**config.mk**
```make
export PLATFORM = sky130hd
export DESIGN_NAME = infix_to_postfix_converter_flat
export DESIGN_NICKNAME = d
export VERILOG_FILES = /design/src/hdl/itp_pkg.sv /design/src/hdl/itp_if.sv /design/src/hdl/infix_to_postfix_converter.sv /design/src/hdl/itp_cell.sv /design/src/hdl/itp_stack.sv /design/src/flat_wrapper.sv
export VERILOG_INCLUDE_DIRS = /design/src /design/src/hdl
export SDC_FILE = /design/constraint.sdc
export NUM_CORES = 1
export LEC_CHECK = 0
export CAP_MARGIN = 15
export CORE_MARGIN = 2
export CORE_UTILIZATION = 57
export CTS_CLUSTER_SIZE = 14
export DETAILED_ROUTE_END_ITERATION = 8
export DONT_BUFFER_PORTS = 1
export PLACE_DENSITY_LB_ADDON = 0.2
export REMOVE_ABC_BUFFERS = 1
export SYNTH_ARGS = -nofsm -noshare
export SYNTH_HDL_FRONTEND = slang
export SYNTH_HIERARCHICAL = 1
export SYNTH_SLANG_ARGS = --single-unit
```
**constraint.sdc**
```tcl
create_clock -name clock -period 5.9 [get_ports clock]
set_input_delay 0.59 -clock clock [delete_from_list [all_inputs] [get_ports clock]]
set_output_delay 0.59 -clock clock [all_outputs]
set_load 0.01 [all_outputs]
```
**src/hdl/infix_to_postfix_converter_macros.svh**
```systemverilog
// assertion macros for the infix to postfix converter
`ifndef INFIX_TO_POSTFIX_CONVERTER_MACROS_SVH
`define INFIX_TO_POSTFIX_CONVERTER_MACROS_SVH
`ifndef SYNTHESIS
// same-cycle implication check
`define ITP_ASSERT_IMPLY(label, clk, rst, ante, cons) \
   label: assert property (@(posedge clk) disable iff (rst) (ante) |-> (cons)) \
      else $error("itp: same-cycle check failed");
// next-cycle implication check
`define ITP_ASSERT_NEXT(label, clk, rst, ante, cons) \
   label: assert property (@(posedge clk) disable iff (rst) (ante) |=> (cons)) \
      else $error("itp: next-cycle check failed");
`else
`define ITP_ASSERT_IMPLY(label, clk, rst, ante, cons)
`define ITP_ASSERT_NEXT(label, clk, rst, ante, cons)
`endif
`endif

```
**src/hdl/itp_pkg.sv**
```systemverilog
// types, character constants and code helpers for the infix to postfix converter
package itp_pkg;

   // character set
   localparam logic [7:0] CHAR_LETTER_LO = 8'd97;
   localparam logic [7:0] CHAR_LETTER_HI = 8'd122;
   localparam logic [7:0] CHAR_OPEN      = 8'h28;
   localparam logic [7:0] CHAR_CLOSE     = 8'h29;
   localparam logic [7:0] CHAR_IMP       = 8'h3E;
   localparam logic [7:0] CHAR_OR        = 8'h56;
   localparam logic [7:0] CHAR_AND       = 8'h5E;
   localparam logic [7:0] CHAR_NOT       = 8'h7E;

   // stack entry codes, ordered by rising precedence after the open paren
   typedef enum logic [2:0] {
      OP_OPEN = 3'd0,
      OP_IMP  = 3'd1,
      OP_OR   = 3'd2,
      OP_AND  = 3'd3,
      OP_NOT  = 3'd4
   } op_code_type;

   // result status codes
   typedef enum logic [2:0] {
      ST_OK       = 3'd0,
      ST_STRAY    = 3'd1,
      ST_UNCLOSED = 3'd2,
      ST_BAD      = 3'd3,
      ST_OVERFLOW = 3'd4
   } status_type;

   // command from the controller to the cell chain
   typedef struct packed {
      logic        push;
      logic        pop;
      op_code_type code;
   } stack_cmd_type;

   // view of the chain seen by the controller
   typedef struct packed {
      op_code_type top;
      logic        empty;
      logic        full;
   } stack_stat_type;

   // one result beat
   typedef struct packed {
      logic [7:0] char_out;
      logic       char_valid;
      status_type status;
      logic       run_last;
      logic       expr_end;
   } result_type;

   // operator character test
   function automatic logic is_operator(input logic [7:0] c);
      return (c == CHAR_IMP) || (c == CHAR_OR) || (c == CHAR_AND) || (c == CHAR_NOT);
   endfunction

   // operator character to stack code
   function automatic op_code_type char_to_code(input logic [7:0] c);
      op_code_type code;
      unique case (c)
         CHAR_IMP: code = OP_IMP;
         CHAR_OR:  code = OP_OR;
         CHAR_AND: code = OP_AND;
         CHAR_NOT: code = OP_NOT;
         default:  code = OP_OPEN;
      endcase
      return code;
   endfunction

   // stack code to output character
   function automatic logic [7:0] code_to_char(input op_code_type code);
      logic [7:0] c;
      unique case (code)
         OP_OPEN: c = CHAR_OPEN;
         OP_IMP:  c = CHAR_IMP;
         OP_OR:   c = CHAR_OR;
         OP_AND:  c = CHAR_AND;
         OP_NOT:  c = CHAR_NOT;
         default: c = 8'd0;
      endcase
      return c;
   endfunction

endpackage

```
**src/hdl/itp_if.sv**
```systemverilog
// request and response channel interfaces of the infix to postfix converter
interface itp_req_if;
   logic       valid;
   logic       ready;
   logic [7:0] char_in;
   logic       final_char;

   modport source (output valid, output char_in, output final_char, input ready);
   modport sink (input valid, input char_in, input final_char, output ready);
endinterface

interface itp_rsp_if;
   logic       valid;
   logic       ready;
   logic [7:0] char_out;
   logic       char_valid;
   logic [2:0] status;
   logic       run_last;
   logic       expr_end;

   modport source (output valid, output char_out, output char_valid, output status,
                   output run_last, output expr_end, input ready);
   modport sink (input valid, input char_out, input char_valid, input status,
                 input run_last, input expr_end, output ready);
endinterface

```
**src/hdl/infix_to_postfix_converter.sv**
```systemverilog
// Infix to postfix converter for propositional expressions. One character is
// taken per request beat; each beat causes zero or more response beats, the
// last of which carries run_last, and the last beat of a final character also
// carries expr_end. The block takes one character at a time, and the cell
// chain shifts by one entry per cycle unless the response side stalls.
// Each character is handled as an accept state, a work state and a closing
// state; an operator first pops its higher precedence entries one by one, a
// close pops entries down to and including its open paren, and a final
// character adds a flush that pops every entry left on the stack. A stall
// on the response side holds any step that moves a beat out.
// One result is held back until the next one is known, so run_last is exact.
`include "infix_to_postfix_converter_macros.svh"

module infix_to_postfix_converter #(
   parameter int STACK_DEPTH = 16
) (
   input  logic       clock,
   input  logic       reset,
   itp_req_if.sink    req_bus,
   itp_rsp_if.source  rsp_bus
);

   typedef enum logic [6:0] {
      S_IDLE   = 7'b0000001,
      S_SINGLE = 7'b0000010,
      S_OPEN   = 7'b0000100,
      S_CLOSE  = 7'b0001000,
      S_OPER   = 7'b0010000,
      S_FLUSH  = 7'b0100000,
      S_DONE   = 7'b1000000
   } state_type;

   localparam itp_pkg::result_type SilentResult = '{
      char_out:   8'd0,
      char_valid: 1'b0,
      status:     itp_pkg::ST_OK,
      run_last:   1'b0,
      expr_end:   1'b0
   };

   state_type               state_ff, state_in, next_raw;
   logic [7:0]              char_ff, char_in;
   logic                    fin_ff, fin_in;
   logic                    letter_ff, letter_in;
   itp_pkg::op_code_type    code_ff, code_in;
   logic                    hold_valid_ff, hold_valid_in;
   itp_pkg::result_type     hold_ff, hold_in;
   logic                    rsp_valid_ff, rsp_valid_in;
   itp_pkg::result_type     rsp_data_ff, rsp_data_in;
   itp_pkg::stack_cmd_type  stk_cmd, cmd_raw;
   itp_pkg::stack_stat_type stk_stat;
   itp_pkg::result_type     prod_data;
   logic                    prod;
   logic                    done_send;
   logic                    step_ok;
   logic                    out_free;
   logic                    req_accept;

   itp_stack #(
      .STACK_DEPTH (STACK_DEPTH)
   ) u_stack (
      .clock (clock),
      .reset (reset),
      .cmd   (stk_cmd),
      .stat  (stk_stat)
   );

   assign out_free   = !rsp_valid_ff || rsp_bus.ready;
   assign req_accept = req_bus.valid && req_bus.ready;

   // per-state work: result produced, stack command and next state
   always_comb begin
      next_raw  = state_ff;
      cmd_raw   = '{push: 1'b0, pop: 1'b0, code: itp_pkg::OP_OPEN};
      prod      = 1'b0;
      prod_data = SilentResult;
      done_send = 1'b0;
      char_in   = char_ff;
      fin_in    = fin_ff;
      letter_in = letter_ff;
      code_in   = code_ff;

      unique case (state_ff)
         S_IDLE: begin
            if (req_accept) begin
               char_in   = req_bus.char_in;
               fin_in    = req_bus.final_char;
               letter_in = (req_bus.char_in >= itp_pkg::CHAR_LETTER_LO) &&
                           (req_bus.char_in <= itp_pkg::CHAR_LETTER_HI);
               code_in   = itp_pkg::char_to_code(req_bus.char_in);
               priority if (letter_in) begin
                  next_raw = S_SINGLE;
               end else if (req_bus.char_in == itp_pkg::CHAR_OPEN) begin
                  next_raw = S_OPEN;
               end else if (req_bus.char_in == itp_pkg::CHAR_CLOSE) begin
                  next_raw = S_CLOSE;
               end else if (itp_pkg::is_operator(req_bus.char_in)) begin
                  next_raw = S_OPER;
               end else begin
                  next_raw = S_SINGLE;
               end
            end
         end
         S_SINGLE: begin
            // letter passes straight out, anything unknown is flagged
            prod = 1'b1;
            if (letter_ff) begin
               prod_data.char_out   = char_ff;
               prod_data.char_valid = 1'b1;
            end else begin
               prod_data.status = itp_pkg::ST_BAD;
            end
            next_raw = fin_ff ? S_FLUSH : S_DONE;
         end
         S_OPEN: begin
            if (stk_stat.full) begin
               prod             = 1'b1;
               prod_data.status = itp_pkg::ST_OVERFLOW;
            end else begin
               cmd_raw.push = 1'b1;
               cmd_raw.code = itp_pkg::OP_OPEN;
            end
            next_raw = fin_ff ? S_FLUSH : S_DONE;
         end
         S_CLOSE: begin
            // pop down to the nearest open paren
            if (stk_stat.empty) begin
               prod             = 1'b1;
               prod_data.status = itp_pkg::ST_STRAY;
               next_raw         = fin_ff ? S_FLUSH : S_DONE;
            end else begin
               cmd_raw.pop = 1'b1;
               if (stk_stat.top == itp_pkg::OP_OPEN) begin
                  next_raw = fin_ff ? S_FLUSH : S_DONE;
               end else begin
                  prod                 = 1'b1;
                  prod_data.char_out   = itp_pkg::code_to_char(stk_stat.top);
                  prod_data.char_valid = 1'b1;
               end
            end
         end
         S_OPER: begin
            // pop higher precedence entries, then push
            if (!stk_stat.empty && (stk_stat.top != itp_pkg::OP_OPEN) &&
                (stk_stat.top > code_ff)) begin
               cmd_raw.pop          = 1'b1;
               prod                 = 1'b1;
               prod_data.char_out   = itp_pkg::code_to_char(stk_stat.top);
               prod_data.char_valid = 1'b1;
            end else begin
               if (stk_stat.full) begin
                  prod             = 1'b1;
                  prod_data.status = itp_pkg::ST_OVERFLOW;
               end else begin
                  cmd_raw.push = 1'b1;
                  cmd_raw.code = code_ff;
               end
               next_raw = fin_ff ? S_FLUSH : S_DONE;
            end
         end
         S_FLUSH: begin
            // empty the stack at the end of the expression
            if (stk_stat.empty) begin
               next_raw = S_DONE;
            end else begin
               cmd_raw.pop = 1'b1;
               prod        = 1'b1;
               if (stk_stat.top == itp_pkg::OP_OPEN) begin
                  prod_data.status = itp_pkg::ST_UNCLOSED;
               end else begin
                  prod_data.char_out   = itp_pkg::code_to_char(stk_stat.top);
                  prod_data.char_valid = 1'b1;
               end
            end
         end
         S_DONE: begin
            done_send = hold_valid_ff || fin_ff;
            next_raw  = S_IDLE;
         end
         default: begin
            next_raw = S_IDLE;
         end
      endcase
   end

   // a step that moves a beat to the output waits for the output register
   assign step_ok = ((prod && hold_valid_ff) || done_send) ? out_free : 1'b1;

   // commit the step, move held beat to the output register
   always_comb begin
      state_in      = state_ff;
      stk_cmd       = '{push: 1'b0, pop: 1'b0, code: itp_pkg::OP_OPEN};
      hold_valid_in = hold_valid_ff;
      hold_in       = hold_ff;
      rsp_valid_in  = rsp_valid_ff && !rsp_bus.ready;
      rsp_data_in   = rsp_data_ff;

      if (step_ok) begin
         state_in = next_raw;
         stk_cmd  = cmd_raw;
         if (prod) begin
            if (hold_valid_ff) begin
               rsp_valid_in = 1'b1;
               rsp_data_in  = hold_ff;
            end
            hold_valid_in = 1'b1;
            hold_in       = prod_data;
         end
         if (done_send) begin
            rsp_valid_in         = 1'b1;
            rsp_data_in          = hold_valid_ff ? hold_ff : SilentResult;
            rsp_data_in.run_last = 1'b1;
            rsp_data_in.expr_end = fin_ff;
            hold_valid_in        = 1'b0;
         end
      end
   end

   // control registers
   always_ff @(posedge clock) begin
      if (reset) begin
         state_ff      <= S_IDLE;
         hold_valid_ff <= 1'b0;
         rsp_valid_ff  <= 1'b0;
      end else begin
         state_ff      <= state_in;
         hold_valid_ff <= hold_valid_in;
         rsp_valid_ff  <= rsp_valid_in;
      end
   end

   // payload registers
   always_ff @(posedge clock) begin
      char_ff     <= char_in;
      fin_ff      <= fin_in;
      letter_ff   <= letter_in;
      code_ff     <= code_in;
      hold_ff     <= hold_in;
      rsp_data_ff <= rsp_data_in;
   end

   // channel ports
   assign req_bus.ready      = (state_ff == S_IDLE);
   assign rsp_bus.valid      = rsp_valid_ff;
   assign rsp_bus.char_out   = rsp_data_ff.char_out;
   assign rsp_bus.char_valid = rsp_data_ff.char_valid;
   assign rsp_bus.status     = rsp_data_ff.status;
   assign rsp_bus.run_last   = rsp_data_ff.run_last;
   assign rsp_bus.expr_end   = rsp_data_ff.expr_end;

   // checks
   `ITP_ASSERT_IMPLY(a_no_push_when_full, clock, reset, stk_cmd.push, !stk_stat.full)
   `ITP_ASSERT_IMPLY(a_no_pop_when_empty, clock, reset, stk_cmd.pop, !stk_stat.empty)
   `ITP_ASSERT_IMPLY(a_idle_holds_nothing, clock, reset, state_ff == S_IDLE, !hold_valid_ff)
   `ITP_ASSERT_NEXT(a_final_beat_sent, clock, reset,
      (state_ff == S_DONE) && fin_ff && out_free,
      rsp_valid_ff && rsp_data_ff.expr_end && rsp_data_ff.run_last)

endmodule

```
**src/hdl/itp_cell.sv**
```systemverilog
// one stack cell: holds an operator code and shifts with its neighbors
module itp_cell (
   input  logic                  clock,
   input  itp_pkg::stack_cmd_type cmd,
   input  itp_pkg::op_code_type  above_code,
   input  itp_pkg::op_code_type  below_code,
   output itp_pkg::op_code_type  code
);

   itp_pkg::op_code_type code_ff;

   // push shifts down from above, pop shifts up from below
   always_ff @(posedge clock) begin
      if (cmd.push) begin
         code_ff <= above_code;
      end else if (cmd.pop) begin
         code_ff <= below_code;
      end
   end

   assign code = code_ff;

endmodule

```
**src/hdl/itp_stack.sv**
```systemverilog
// operator stack built as a chain of shifting cells with an occupancy count
module itp_stack #(
   parameter int STACK_DEPTH = 16
) (
   input  logic                   clock,
   input  logic                   reset,
   input  itp_pkg::stack_cmd_type  cmd,
   output itp_pkg::stack_stat_type stat
);

   localparam int CountWidth = $clog2(STACK_DEPTH + 1);

   logic [CountWidth-1:0] count_ff;
   logic [CountWidth-1:0] count_in;
   itp_pkg::op_code_type  cell_code [STACK_DEPTH];

   // cell chain, top of stack in cell 0
   for (genvar i = 0; i < STACK_DEPTH; i++) begin : g_cell
      itp_pkg::op_code_type above_code;
      itp_pkg::op_code_type below_code;

      if (i == 0) begin : g_top
         assign above_code = cmd.code;
      end else begin : g_inner_above
         assign above_code = cell_code[i-1];
      end

      if (i == STACK_DEPTH - 1) begin : g_bottom
         assign below_code = cell_code[i];
      end else begin : g_inner_below
         assign below_code = cell_code[i+1];
      end

      itp_cell u_cell (
         .clock      (clock),
         .cmd        (cmd),
         .above_code (above_code),
         .below_code (below_code),
         .code       (cell_code[i])
      );
   end

   // occupancy count
   always_comb begin
      count_in = count_ff;
      if (cmd.push) begin
         count_in = count_ff + CountWidth'(1);
      end else if (cmd.pop) begin
         count_in = count_ff - CountWidth'(1);
      end
   end

   always_ff @(posedge clock) begin
      if (reset) begin
         count_ff <= '0;
      end else begin
         count_ff <= count_in;
      end
   end

   // status toward the controller
   assign stat.top   = cell_code[0];
   assign stat.empty = (count_ff == '0);
   assign stat.full  = (count_ff == CountWidth'(STACK_DEPTH));

endmodule
```
**src/flat_wrapper.sv**
```systemverilog
// flat-port wrapper written by rule: the top's interface ports become plain ports
module infix_to_postfix_converter_flat 
#(
   parameter int STACK_DEPTH = 16
)
  (clock, reset, req_bus_valid, req_bus_char_in, req_bus_final_char, req_bus_ready, rsp_bus_valid, rsp_bus_char_out, rsp_bus_char_valid, rsp_bus_status, rsp_bus_run_last, rsp_bus_expr_end, rsp_bus_ready);
  itp_req_if req_bus_i ();
  itp_rsp_if rsp_bus_i ();
  input  logic clock;
  input  logic reset;
  input wire logic [$bits(req_bus_i.valid)-1:0] req_bus_valid;
  input wire logic [$bits(req_bus_i.char_in)-1:0] req_bus_char_in;
  input wire logic [$bits(req_bus_i.final_char)-1:0] req_bus_final_char;
  output wire logic [$bits(req_bus_i.ready)-1:0] req_bus_ready;
  output wire logic [$bits(rsp_bus_i.valid)-1:0] rsp_bus_valid;
  output wire logic [$bits(rsp_bus_i.char_out)-1:0] rsp_bus_char_out;
  output wire logic [$bits(rsp_bus_i.char_valid)-1:0] rsp_bus_char_valid;
  output wire logic [$bits(rsp_bus_i.status)-1:0] rsp_bus_status;
  output wire logic [$bits(rsp_bus_i.run_last)-1:0] rsp_bus_run_last;
  output wire logic [$bits(rsp_bus_i.expr_end)-1:0] rsp_bus_expr_end;
  input wire logic [$bits(rsp_bus_i.ready)-1:0] rsp_bus_ready;
  assign req_bus_i.valid = req_bus_valid;
  assign req_bus_i.char_in = req_bus_char_in;
  assign req_bus_i.final_char = req_bus_final_char;
  assign req_bus_ready = req_bus_i.ready;
  assign rsp_bus_valid = rsp_bus_i.valid;
  assign rsp_bus_char_out = rsp_bus_i.char_out;
  assign rsp_bus_char_valid = rsp_bus_i.char_valid;
  assign rsp_bus_status = rsp_bus_i.status;
  assign rsp_bus_run_last = rsp_bus_i.run_last;
  assign rsp_bus_expr_end = rsp_bus_i.expr_end;
  assign rsp_bus_i.ready = rsp_bus_ready;
  infix_to_postfix_converter #(.STACK_DEPTH(STACK_DEPTH)) u_core (.clock(clock), .reset(reset), .req_bus(req_bus_i), .rsp_bus(rsp_bus_i));
endmodule
```
== Yosys cells after proc, flatten, opt, wreduce, memory -nomap -nowiden ==
Index checks and enable logic that the tools add are counted.

* Add/subtract/negate cells: 2
* Order comparisons: 3
* Equal/unequal tests: 22
* Mux-type cells: 85
* Reductions and logical operators: 28

{| class="wikitable"
|+ Operators by type and width
! cell !! count
|-
| two-way mux 3 bit || 35
|-
| one-hot mux 7 bit (5 select lines) || 2
|-
| two-way mux 7 bit || 9
|-
| two-way mux 14 bit || 4
|-
| one-hot mux 9 bit (4 select lines) || 1
|-
| one-hot mux 7 bit (4 select lines) || 1
|-
| == test 8 x 6 -> 1 bit, second input constant || 3
|-
| == test 8 x 7 -> 1 bit, second input constant || 3
|-
| two-way mux 5 bit || 4
|-
| two-way mux 9 bit || 2
|-
| two-way mux 1 bit || 17
|-
| two-way mux 8 bit || 2
|-
| one-hot mux 3 bit (5 select lines) || 1
|-
| two-way mux 12 bit || 1
|-
| one-hot mux 3 bit (4 select lines) || 1
|-
| greater-or-equal comparator 8 x 7 -> 1 bit, second input constant || 1
|-
| <= comparator 8 x 7 -> 1 bit, second input constant || 1
|-
| == test 7 x 1 -> 1 bit, second input constant || 1
|-
| == test 7 x 2 -> 1 bit, second input constant || 1
|-
| == test 7 x 3 -> 1 bit, second input constant || 1
|-
| == test 7 x 4 -> 1 bit, second input constant || 1
|-
| == test 7 x 5 -> 1 bit, second input constant || 1
|-
| == test 7 x 6 -> 1 bit, second input constant || 1
|-
| == test 7 bit, second input constant || 1
|-
| other kinds (24) || 45
|}

* Register bits: 101
* Input bits: 13
* Output and inout bits: 16
* Word-level logic and storage cells: 172

== Depth between registers and ports, before layout ==
* Depth after elaboration: 12
* Gate-level depth with buffers: 13
* Depth with buffers taken out: 13

== Cells and area by module ==
Netlist, hierarchy kept.

{| class="wikitable"
|+ Modules (own cells, without submodules)
! module !! times used !! cells each !! area each (um^2) !! seq. area each (um^2)
|-
| infix_to_postfix_converter || 1 || 219 || 2404.8 || 1351.3
|-
| itp_cell || 16 || 7 || 130.1 || 90.1
|-
| itp_stack || 1 || 44 || 370.4 || 100.1
|}

== Worst setup path before layout ==
OpenSTA, ideal clock, no wires.

* Kind: reg2reg
* Start point: register u_core.u_stack.count_ff[1]
* End point: register u_core.u_stack.count_ff[4]
* Library setup time: 0.099 ns
* Data arrival time: 5.657 ns
* Required time: 5.801 ns
* Path slack: 0.144 ns
* Cell stages (with the launch flop): 13
* Path buffers: 0
* Period minus slack after synthesis: 5.756 ns
* Cells stage by stage: dfxtp_1 or4_4 nor2_1 a311oi_1 and2_1 nor2b_1 o21ai_0 nor2_1 inv_1 ha_1 nand3_1 a221o_1 o311ai_1

{| class="wikitable"
|+ RTL lines
! element !! line !! RTL
|-
| start, declared || itp_stack.sv:13 || <nowiki>logic [CountWidth-1:0] count_ff;</nowiki>
|-
| start signal, assigned || itp_stack.sv:57 || <nowiki>count_ff <= count_in;</nowiki>
|}

==> results.toml <==
[outcome]
status = "completed"

[logic_synthesis]
syn_area_per_cell_um2 = 13.0
yosysTopAreaCell = "edfxtp_1"
yosysWarnings = 6
synth_seq_area_share_pct = 59.6
synth.top_cell.area_share_pct = 53.8
synth-edff-count = 87
async_reset_ff_share_pct = 0
synthCells = 375
yosysUniqueCellTypes = 64
synthTopCellsByArea = "edfxtp_1, mux2_2, dfxtp_1, nor2b_1, or2_2"
synth_flop_cell = "edfxtp_1"
syn_area_mm2 = 0.00486
ys_seq_elements = 101
synth_most_common_cell = "edfxtp_1"
synth_commonest_cells = "edfxtp_1, mux2_2, nand2_1, nor2_1"

[worst_setup_path]
critPathMaxStageDelay_ns = 0.60
startpoint_type = "flip-flop"
crit-reg2reg-launch = "u_core/u_stack/count_ff[1]"
r2r-end = "u_core/u_stack/g_cell[15].u_cell/code[1]"
r2r_cells = 9
cp_data_arrival_time_ns = 3.48
worstSetupPathType = "flip-flop to flip-flop"
endpoint_kind = "flip-flop"
regToRegSetupSlack_ns = 2.53
crit_chain = "or4_4 > nor2_1 > a311oi_1 > and2_1 > nor2b_1 > o21ai_0 > nor2_4 > buf_4 > mux2_2"
slowest_stage = "buf_4"
crit_required_ns = 6.01
critical_path.max_fanout = 69

[die]
core_area_mm2 = 0.00826
start_util_pct = 58.8
pin_count = 29
die_y_um = 96.3
die_w_um = 96.3
row_count = 33
die_area_mm2 = 0.00928

[drt]
drtIter0Drc = 184
route.antenna.remaining_nets = 0
routed_via_density = 5.88
drc_errors = 0
drt_first_pass_iters = 4
routed_wl_mm = 8.11
routedWlPerCell_um = 16.6
vias = 2870

[power_and_ir_drop]
powerDensity_mw_per_mm2 = 261
vdd_drop_max_mv = 0.193
power_leakage_nw = 1.79

[timing]
rsz0062_at_grt = "no"
finalSetupViolCount = 0
period_minus_slack_ns = 3.37
tightest_slew_ns = 1.09
slew_headroom_pct = 27.1
fmax_mhz = 297
hold_violations = 0
slew_violations = 0
finClkSkew_ns = 0.00541
tns_ns = 0
timing.final.crit_share_pct = 57.0
hold_ws_ns = 0.281

[clock_network]
cts_buffer_depth = 2
clk_transition_reported_paths_ns = 0.09
clk_latency_ns = 0.36
cts_tree = "done"
cts_resized = 0
hold_buffers = 0
cts_setup_buffers = 0
cts_root_buffer = "clkbuf_8"
clkSinkCount = 101
htree_levels = 3
cts_made_buffers = 9

[global_routing]
grt_antenna_before_repair = 0
use_met2_pct = 28.3
grt_use_total_pct = 18.6
grt_max_degree = 70
grt-ovfl-total = 0
grt_pass1_vias = 2599
met1_usage_pct = 26.2
grt_pass1_wl_mm = 12.7
grt_use_met3_pct = 3.29
busiest_layer = "met2"

[job]
maxCapViolations = 0

[layout]
fin_nets = 398
syn2layout_area_growth_pct = 4.89
post_route_cells_drive_above_1_share_pct = 25.1
fill_cells = 679
fin_util_pct = 61.7
fin_cells = 488
antenna_cells = 0

[hold_path]
hp-class = "input port to flip-flop"
hold_start = "reset"
min_to = "u_core/u_stack/count_ff[2]"
holdPathStages = 1

[place]
dp_hpwl_mm = 5.73
gp_congestion = 0.899
dp.cells = 472
port_buffers = 0
==> sequential cells by signal, summed over array words and instances (netlist names), 3 cells and up <==
name	count
u_core/rsp_bus.status	3
u_core/u_stack/count_ff	5
u_core/state_ff	7
u_core/code_ff	3
u_core/hold_ff	12
u_core/rsp_bus.char_out	8
u_core/u_stack/g_cell.u_cell/code	48
u_core/char_ff	8
==> cells in the final DEF (no fill, tap or decap), types with 7 or more instances in the layout <==
master,n
nor2_1,25
nand2_1,26
o21ai_0,10
nor2b_1,17
edfxtp_1,87
clkbuf_8,9
a21oi_1,14
mux2_2,49
nand3_1,7
or2_2,17
inv_1,12
dfxtp_1,14
==> worst max-delay path, delay by kind of cell (launching register included) <==
family / cells / cell delay [ns]
and+or+nand+nor: 5 / 1.44
buffers and inverters: 1 / 0.60
DFF: 1 / 0.35
muxes: 1 / 0.42
AOI/OAI and AO/OA: 2 / 0.30
==> per-stage QoR <==
step	total power, mW	setup slack [ns]	area (um2)
floorplan	0.924	0.144	4770
global placement	0.947	2.68	4920
detailed placement	0.950	2.59	4920
CTS	1.34	2.56	5090
global route	1.38	2.29	5090
finish	1.33	2.53	5090
==> power breakdown <==
group	total, mW	internal [mW]	switching [mW]	leakage [nW]
logic	0.109	0.0389	0.0701	0.786
clock network	0.393	0.155	0.238	0.0878
registers	0.826	0.806	0.0200	0.916
==> layer usage <==
layer	vias to the layer above	part of all wire, %
li1	1399	-
met1	1394	48
met2	64	46
met3	13	4.1
met4	0	1.9
met5	-	0
==> how the worst max path moves through the flow <==
stage | from | endpoint | slack [ns]
2_1_floorplan | u_core/u_stack/count_ff[1] | u_core/u_stack/count_ff[4] | 0.14
3_3_place_gp | u_core/u_stack/count_ff[1] | u_core/u_stack/g_cell[7].u_cell/code[0] | 2.68
3_5_place_dp | u_core/u_stack/count_ff[1] | u_core/u_stack/g_cell[15].u_cell/code[1] | 2.59
4_1_cts | u_core/u_stack/count_ff[1] | u_core/u_stack/g_cell[15].u_cell/code[1] | 2.56
5_1_grt | u_core/u_stack/count_ff[1] | u_core/u_stack/count_ff[2] | 2.29
6_report | u_core/u_stack/count_ff[1] | u_core/u_stack/g_cell[15].u_cell/code[1] | 2.53
==> cells by family after synthesis <==
logic type                 after synthesis  share of synthesized area, %
AOI/OAI and AO/OA                       47                          6.85
muxes                                   50                          11.6
adders and majority gates                7                          1.96
DFF                                    101                          59.6
buffers and inverters                   22                          2.73
and+or+nand+nor                        142                          16.3
xor gates and xnor gates                 6                          1.08
==> cell type report <==
cell class / instances / area [um2] / area share [%]
inverter: 12 / 45.0 / 0.884
timing repair buffer: 2 / 15.0 / 0.295
clock inverter: 7 / 47.5 / 0.933
multi-input combinational: 252 / 1840 / 36.1
sequential: 101 / 2890 / 56.8
tap: 105 / 131 / 2.58
clock buffer: 9 / 124 / 2.43
Power figures use the tool's default switching activity.
